### src/vertex_affine_transform_core_macros.svh
// Assertion macros for the vertex affine transform core.
`ifndef VERTEX_AFFINE_TRANSFORM_CORE_MACROS_SVH
`define VERTEX_AFFINE_TRANSFORM_CORE_MACROS_SVH

// Property that must hold at every clock edge outside reset.
`define VAT_ASSERT(label, prop, msg) \
  label: assert property (@(posedge clk_i) disable iff (!rst_ni) prop) else $error(msg);

// Implication whose consequent is checked in the cycle after the antecedent.
`define VAT_ASSERT_NEXT(label, ante, cons, msg) \
  label: assert property (@(posedge clk_i) disable iff (!rst_ni) (ante) |=> (cons)) \
    else $error(msg);

`endif

### src/vat_pkg.sv
// Shared types, constants and tables of the vertex affine transform core.
package vat_pkg;

  localparam int COORD_BITS        = 32;
  localparam int FRAC_BITS_DEF     = 16;
  localparam int ANGLE_BITS_DEF    = 16;
  localparam int CORDIC_STAGES_DEF = 16;

  localparam int GUARD_BITS  = 8;
  // Guard bits, quadrant negation and CORDIC growth need three more bits.
  localparam int CORDIC_BITS = COORD_BITS + GUARD_BITS + 3;
  localparam int ZACC_BITS   = 32;
  localparam int GAIN_SHIFT  = 30;
  localparam int ROT_SHIFT   = GAIN_SHIFT + GUARD_BITS;
  localparam int FACTOR_BITS = (COORD_BITS - 1 > GAIN_SHIFT) ? COORD_BITS - 1 : GAIN_SHIFT;
  localparam logic [FACTOR_BITS-1:0] GAIN_Q30 = FACTOR_BITS'(652032874);
  localparam int MUL_LAT     = 5;
  localparam int CFG_IDX_BITS = 2;

  localparam logic [CFG_IDX_BITS-1:0] REG_OP_MODE      = 2'd0;
  localparam logic [CFG_IDX_BITS-1:0] REG_SHIFT_AMOUNT = 2'd1;
  localparam logic [CFG_IDX_BITS-1:0] REG_TURN_ANGLE   = 2'd2;
  localparam logic [CFG_IDX_BITS-1:0] REG_SCALE_RATIO  = 2'd3;

  localparam logic [2:0] MODE_SHIFT_X = 3'd0;
  localparam logic [2:0] MODE_SHIFT_Y = 3'd1;
  localparam logic [2:0] MODE_SHIFT_Z = 3'd2;
  localparam logic [2:0] MODE_ROT_X   = 3'd3;
  localparam logic [2:0] MODE_ROT_Y   = 3'd4;
  localparam logic [2:0] MODE_ROT_Z   = 3'd5;
  localparam logic [2:0] MODE_SCALE   = 3'd6;

  typedef struct packed {
    logic signed [COORD_BITS-1:0] coord_x;
    logic signed [COORD_BITS-1:0] coord_y;
    logic signed [COORD_BITS-1:0] coord_z;
    logic                         last_vertex;
  } vertex_t;

  typedef struct packed {
    logic signed [COORD_BITS-1:0] out_x;
    logic signed [COORD_BITS-1:0] out_y;
    logic signed [COORD_BITS-1:0] out_z;
    logic                         out_last;
  } result_t;

  // One beat as it travels down the CORDIC chain.
  typedef struct packed {
    logic                          valid;
    logic                          last;
    logic                          rot;
    logic signed [CORDIC_BITS-1:0] a;
    logic signed [CORDIC_BITS-1:0] b;
    logic signed [COORD_BITS-1:0]  c;
    logic signed [ZACC_BITS-1:0]   z;
  } cordic_t;

  typedef struct packed {
    logic use_mul;
    logic rot;
  } mul_ctrl_t;

  // Arctangent of 2^-i in units of 2^32 per turn.
  function automatic logic [ZACC_BITS-1:0] atan_turn(input logic [4:0] idx);
    logic [ZACC_BITS-1:0] val;
    case (idx)
      5'd0:    val = 32'd536870912;
      5'd1:    val = 32'd316933406;
      5'd2:    val = 32'd167458907;
      5'd3:    val = 32'd85004756;
      5'd4:    val = 32'd42667331;
      5'd5:    val = 32'd21354465;
      5'd6:    val = 32'd10679838;
      5'd7:    val = 32'd5340245;
      5'd8:    val = 32'd2670163;
      5'd9:    val = 32'd1335087;
      5'd10:   val = 32'd667544;
      5'd11:   val = 32'd333772;
      5'd12:   val = 32'd166886;
      5'd13:   val = 32'd83443;
      5'd14:   val = 32'd41722;
      5'd15:   val = 32'd20861;
      5'd16:   val = 32'd10430;
      5'd17:   val = 32'd5215;
      5'd18:   val = 32'd2608;
      5'd19:   val = 32'd1304;
      5'd20:   val = 32'd652;
      5'd21:   val = 32'd326;
      5'd22:   val = 32'd163;
      5'd23:   val = 32'd81;
      default: val = '0;
    endcase
    return val;
  endfunction

endpackage

### src/vat_mul_lane.sv
// Pipelined sign-magnitude multiply with rounding, shift and saturation for one lane.
module vat_mul_lane #(
  parameter int FRAC_BITS = vat_pkg::FRAC_BITS_DEF
) (
  input  logic                                    clk_i,
  input  logic signed [vat_pkg::CORDIC_BITS-1:0]  op_i,
  input  logic        [vat_pkg::FACTOR_BITS-1:0]  factor_i,
  input  vat_pkg::mul_ctrl_t                      ctrl_i,
  output logic signed [vat_pkg::COORD_BITS-1:0]   res_o
);
  import vat_pkg::*;

  localparam int CW = CORDIC_BITS;
  localparam int AL = (CW + 1) / 2;
  localparam int AH = CW - AL;
  localparam int FL = (FACTOR_BITS + 1) / 2;
  localparam int FH = FACTOR_BITS - FL;
  localparam int PW = CW + FACTOR_BITS;

  localparam logic [PW-1:0] HALF = PW'(1) << (COORD_BITS - 1);
  localparam logic [PW-1:0] RND_ROT = PW'(1) << (ROT_SHIFT - 1);
  localparam logic [PW-1:0] RND_FRAC = PW'(1) << (FRAC_BITS - 1);
  localparam logic signed [COORD_BITS-1:0] CMAX = {1'b0, {(COORD_BITS-1){1'b1}}};
  localparam logic signed [COORD_BITS-1:0] CMIN = {1'b1, {(COORD_BITS-1){1'b0}}};

  // Stage 0: magnitude and sign.
  logic [CW-1:0]          mag_q;
  logic [FACTOR_BITS-1:0] fac_q;
  logic [COORD_BITS-1:0]  pass0_q, pass1_q, pass2_q, pass3_q;
  logic                   neg0_q, neg1_q, neg2_q, neg3_q;
  mul_ctrl_t              ctrl0_q, ctrl1_q, ctrl2_q, ctrl3_q;

  // Stage 1: partial products.
  logic [AL+FL-1:0] p_ll_q;
  logic [AL+FH-1:0] p_lh_q;
  logic [AH+FL-1:0] p_hl_q;
  logic [AH+FH-1:0] p_hh_q;

  // Stages 2 and 3: partial sums and total.
  logic [PW-1:0] s1_q, s2_q, tot_q;
  logic [PW-1:0] rnd, quo;
  logic [COORD_BITS-1:0] qlo;
  logic signed [COORD_BITS-1:0] res_d, res_q;

  assign rnd = ctrl1_q.rot ? RND_ROT : RND_FRAC;

  always_ff @(posedge clk_i) begin
    mag_q   <= op_i[CW-1] ? CW'(-op_i) : CW'(op_i);
    neg0_q  <= op_i[CW-1];
    fac_q   <= factor_i;
    pass0_q <= op_i[COORD_BITS-1:0];
    ctrl0_q <= ctrl_i;

    p_ll_q  <= (AL+FL)'(mag_q[AL-1:0]) * (AL+FL)'(fac_q[FL-1:0]);
    p_lh_q  <= (AL+FH)'(mag_q[AL-1:0]) * (AL+FH)'(fac_q[FACTOR_BITS-1:FL]);
    p_hl_q  <= (AH+FL)'(mag_q[CW-1:AL]) * (AH+FL)'(fac_q[FL-1:0]);
    p_hh_q  <= (AH+FH)'(mag_q[CW-1:AL]) * (AH+FH)'(fac_q[FACTOR_BITS-1:FL]);
    neg1_q  <= neg0_q;
    pass1_q <= pass0_q;
    ctrl1_q <= ctrl0_q;

    s1_q    <= PW'(p_ll_q) + (PW'(p_lh_q) << FL) + rnd;
    s2_q    <= PW'(p_hl_q) + (PW'(p_hh_q) << FL);
    neg2_q  <= neg1_q;
    pass2_q <= pass1_q;
    ctrl2_q <= ctrl1_q;

    tot_q   <= s1_q + (s2_q << AL);
    neg3_q  <= neg2_q;
    pass3_q <= pass2_q;
    ctrl3_q <= ctrl2_q;

    res_q   <= res_d;
  end

  always_comb begin
    quo = ctrl3_q.rot ? (tot_q >> ROT_SHIFT) : (tot_q >> FRAC_BITS);
    qlo = quo[COORD_BITS-1:0];
    if (!ctrl3_q.use_mul) begin
      res_d = $signed(pass3_q);
    end else if (neg3_q) begin
      res_d = (quo > HALF) ? CMIN : $signed(COORD_BITS'(0) - qlo);
    end else begin
      res_d = (quo > HALF - PW'(1)) ? CMAX : $signed(qlo);
    end
  end

  assign res_o = res_q;

endmodule

### config.mk
export PLATFORM = sky130hd
export DESIGN_NAME = vat_mul_lane
export DESIGN_NICKNAME = d
export VERILOG_FILES = /design/src/vertex_affine_transform_core_macros.svh /design/src/vat_pkg.sv /design/src/vat_mul_lane.sv
export SDC_FILE = /design/constraint.sdc
export NUM_CORES = 2
export LEC_CHECK = 0
export BUFFER_PORTS_ARGS = -buffer_cell sky130_fd_sc_hd__buf_4
export CAP_MARGIN = 20
export CORE_AREA = 2 2 319 321
export CTS_CLUSTER_DIAMETER = 50
export DETAILED_ROUTE_END_ITERATION = 6
export DIE_AREA = 0 0 321 323
export HOLD_SLACK_MARGIN = 0.1
export PLACE_DENSITY_LB_ADDON = 0.25
export SETUP_SLACK_MARGIN = 0.1
export SYNTH_ARGS = -nofsm -noshare
export SYNTH_HDL_FRONTEND = slang
export SYNTH_SLANG_ARGS = --single-unit
export TNS_END_PERCENT = 100
### constraint.sdc
create_clock -name clk_i -period 8.26 [get_ports clk_i]
set_input_delay 1.652 -clock clk_i [delete_from_list [all_inputs] [get_ports clk_i]]
set_output_delay 1.652 -clock clk_i [all_outputs]
set_load 0.01 [all_outputs]
After elaboration in Yosys (flattened, before gate mapping)
Cells that the tools add are included.

Bits of input ports: 77. Output and inout port bits: 32. Word-level logic and storage cells: 46. Register bits after elaboration: 575.

$mul: 4. $add $sub $neg: 6. Mux-type cells: 7. Order comparisons: 2.

Operator list (number): $mux 32 (4); $add 55x74->74 (1); $gt 74x31->1 const B (1); $gt 58x32->1 const B (1); $mux 58 (1); $add 54x38->55 (1); $add 38x53->54 (1); $add 37x52->52 (1); $neg 43->43 (1); $mux 42 (1); $mul 22x16->38 (1); $mux 38 (1); $mul 21x16->37 (1); $mul 22x15->37 (1); $mul 21x15->36 (1); $sub 1x32->32 const A (1).

Logic depth before layout (Yosys ltp)
Depth in word-level cells: 5. Gate-level depth with buffers: 26. Gate-level depth less buffers: 24.

Worst setup path after synthesis
OpenSTA, ideal clock, no wires.

Path kind: register to register. From: register fac_q[21]. To: register p_hh_q[29]. Path buffers: 2. Path slack: 1.563 ns. Arrival time: 6.573 ns. Stages on the path, launching flop included: 24. Setup time: 0.124 ns. Clock period less this slack: 6.697 ns. Required time: 8.136 ns. Cells stage by stage: dfxtp_1 clkbuf_1 clkbuf_1 nand2_1 fa_1 inv_1 fa_1 fa_1 inv_1 fa_1 fa_1 inv_1 fa_1 ha_1 a21oi_1 o21ai_0 a21oi_1 a21boi_0 a2111oi_0 o21ai_0 a31oi_1 o21ai_0 a21oi_1 xnor2_1.

Word-level cells in the longest chain between the ends: 1.

Ends and longest elaborated chain: start, declared (line vat_mul_lane.sv:28) `logic [FACTOR_BITS-1:0] fac_q;`; start signal, assigned (line vat_mul_lane.sv:50) `fac_q <= factor_i;`; $mul 21x15->36 (line vat_mul_lane.sv:57) `p_hh_q <= (AH+FH)'(mag_q[CW-1:AL]) * (AH+FH)'(fac_q[FACTOR_BITS-1:FL]);`; end signal, assigned (line vat_mul_lane.sv:57); end, declared (line vat_mul_lane.sv:37) `logic [AH+FH-1:0] p_hh_q;`.

No other way between the ends. A chain may end at the register's enable or synchronous reset.

Worst setup path after layout
From: register fac_q[3]. To: register p_hl_q[36].

Word-level cells in the longest chain between the ends: 1.

Ends and longest elaborated chain: $mul 21x16->37 (line vat_mul_lane.sv:56) `p_hl_q <= (AH+FL)'(mag_q[CW-1:AL]) * (AH+FL)'(fac_q[FL-1:0]);`; end signal, assigned (line vat_mul_lane.sv:56); end, declared (line vat_mul_lane.sv:36) `logic [AH+FL-1:0] p_hl_q;`.

No other way between the ends.

==> flow_metrics.tcl <==
set metrics [dict create \
    die-area_sq_um 103700 \
    synth_top_flop_cell "dfxtp_1" \
    fin_worst_skew_ns 0.04171 \
    fill_cells 8142 \
    insertion_delay_ns 0.66 \
    syn_nets 8084 \
    drc 0 \
    cp-start-kind "register" \
    crit_arrival_ns 8.44 \
    gp_congestion 0.9500 \
    wirelength_microns 155300 \
    period_share_pct 95.59 \
    htreeDepth 3 \
    slew_viol_final 0 \
    synth_cells 6443 \
    crit_fanout 25 \
    fin_util_pct 64.67 \
    syn-cell-area_sq_um 59750 \
    ys_top_cells_by_area "fa_1 (35%), dfxtp_1 (18%), ha_1 (11%), inv_1 (7.5%), and2_1 (6.1%)" \
    grt_pass1_vias 45580 \
    synth_edf_count 0 \
    fp.dieH_microns 323 \
    antenna_found_initial 14 \
    drt-pass1-iter-count 6 \
    grt_max_degree 57 \
    ys_seq_elements 526 \
    seq_area_frac_synth_pct 17.62 \
    vias_per_cell 5.546 \
    endpoint_kind "register" \
    cts_tree "built" \
    ctsHoldBuffers 0 \
    hold_path.class "register to register" \
    post-route-min-period_ns 7.895 \
    io_buffer_count 108 \
    syn_area_per_cell_sq_um 9.273 \
    ioPinCount 109 \
    critPathKind "register to register" \
    grt_pass1_wl_microns 248800 \
    numCtsBuffers 77 \
    rsz0062_at_grt "no" \
    synth_top_area_share_pct 35.11 \
    instances_no_fill 7850 \
    gr-total-overflow 0 \
    drt_iter0_markers 3223 \
    fin_tns_setup_ns 0 \
    cts_num_sinks 526 \
    area_growth_pct 9.022 \
    setup_viol 0 \
    core_area_sq_um 100700 \
    max_freq_mhz 126.7 \
    ys_warn_count 0 \
    synth.largest_area_cell "fa_1" \
    status "finished clean" \
    hpwlAfterDp_microns 124000 \
    postCtsResizedCells 0 \
    rows 117 \
    relSlewSlack_pct 22.72 \
    hold_viol 0 \
    post_cts_buffers 0 \
    avgRoutedWirePerCell_microns 19.78 \
    dp_cells 7701 \
    yosysUniqueCellTypes 73 \
    worst_slew_pin_slew_ns 1.158 \
    multi_input_area_sq_um 43580 \
    ant_nets 0 \
    cap_violations 0 \
    initial_core_util_pct 59.32 \
    seq_area_sq_um 10530 \
    grt_usage_pct 31.02 \
    final_layout_size_suffix_gt1_share_pct 6.579 \
    nets 8117 \
    whs_ns 0.2978 \
    cp_data_required_time_ns 8.80 \
    die_w_microns 321 \
    vias 43540 \
    ys_async_sr_fraction_pct 0 \
    clockBufferDepth 3 \
    clkTransAtPathRegs_ns 0.06 \
    cts_root_buf "clkbuf_16" \
]
## final timing paths
check              start          end  cells after the start  slack, ns
max             fac_q[3]   p_hl_q[36]                     23       0.36
min          pass0_q[12]  pass1_q[12]                      0       0.30
max reg2reg     fac_q[3]   p_hl_q[36]                     23       0.36
min reg2reg  pass0_q[12]  pass1_q[12]                      0       0.30
## registers in the layout, indices dropped and copies added, names as in the netlist, 31 cells and up
| name | count |
|---|---|
| fac_q | 31 |
| mag_q | 42 |
| p_hh_q | 36 |
| p_hl_q | 37 |
| p_lh_q | 37 |
| pass0_q | 32 |
| pass1_q | 32 |
| pass2_q | 32 |
| pass3_q | 32 |
| res_o | 32 |
| s1_q | 38 |
| s2_q | 52 |
| tot_q | 58 |
## routing by layer
| layer | wire length (microns) | vias up | global-route usage (%) |
|---|---|---|---|
| met5 | 119 | - | 0 |
| met4 | 5192 | 14 | 10.83 |
| met3 | 13690 | 326 | 7.294 |
| met2 | 72930 | 1590 | 51.10 |
| met1 | 63380 | 21860 | 40.26 |
| li1 | - | 19750 | - |
## cells in the final DEF, fill, tap and decap left out, types with 14 or more instances in the layout
master,instances
nand4_1,30
inv_6,14
o31ai_1,21
xor2_1,66
nor3_1,44
o21bai_1,27
ha_1,516
buf_4,244
o211ai_1,14
inv_1,1195
o21a_1,19
nor2_1,141
fa_1,1048
nand2_1,875
nand3_1,68
a21o_1,116
and2_1,582
a31oi_1,26
mux2i_1,25
nor2b_1,26
o21ai_0,121
nand2b_1,36
clkbuf_16,78
a21oi_1,204
and3_1,32
xnor2_1,210
dfxtp_1,524
## layout make-up
cell class | instances | share of cell area [%]
clock buffers | 91 | 3.179
diodes | 5 | 0.01921
inverters | 1195 | 6.886
flip-flops and latches | 526 | 16.17
repair buffers | 259 | 3.273
well taps | 1309 | 2.514
multi-input cells | 4417 | 66.91
clock inverters | 48 | 1.047
## Yosys cell counts, drive strengths merged (5+ instances only)
cell type and count:
and3 32, o21ai 124, a21oi 204, mux2 10
fa 1048, a211oi 9, nand4 30, o32a 11
ha 516, a21o 116, nor2b 26, mux2i 25
nand3b 5, a2111oi 5, clkbuf 297, nand2b 36
xnor2 210, nor4 9, a21boi 10, or2 8
nand3 68, and2 583, nor3 44, nor2 142
or3 15, a31oi 26, o21bai 27, nor3b 10
dfxtp 526, xor2 66, o41ai 11, o21a 19
or4 9, buf 8, o31ai 21, inv 1195
nand2 876, o211ai 14
## kinds of logic (layout without fill, tap and decap cells)
group                    count (synthesis)  count (layout)  synth area share [%]
AO/OA/AOI/OAI                          638             638                 6.775
XOR/XNOR                               276             276                 4.046
adder cells (fa/ha/maj)               1564            1564                 45.92
buffers and inverters                 1500            1593                 9.428
flip-flops                             526             526                 17.62
multiplexers                            35              35                0.6073
other                                    0               5                     0
AND/OR/NAND/NOR                       1904            1904                 15.60
## critical path, stage by stage, from the launching register on
cell       delay, ns
dfxtp_1         1.08
nand2_1         0.21
fa_1            0.60
inv_1           0.06
fa_1            0.46
fa_1            0.52
inv_1           0.05
fa_1            0.47
inv_1           0.05
fa_1            0.52
inv_1           0.05
fa_1            0.52
inv_1           0.04
ha_1            0.38
a21o_1          0.19
a21oi_1         0.20
o21ai_0         0.17
a2111oi_0       0.89
o31a_1          0.33
o21ai_0         0.20
nor2b_1         0.20
o221ai_1        0.28
o21ai_0         0.17
xnor2_1         0.14
## through the flow
stage               setup WS [ns]  cell area, sq um
CTS                        0.5219             65020
global route               0.1180             65130
floorplan                   1.563             59750
detailed placement         0.5087             62270
finish                     0.3647             65140
global placement           0.7401             62270
Power is not shown: default switching activity piles up to over one toggle a cycle in this logic, so the estimate is an artifact.
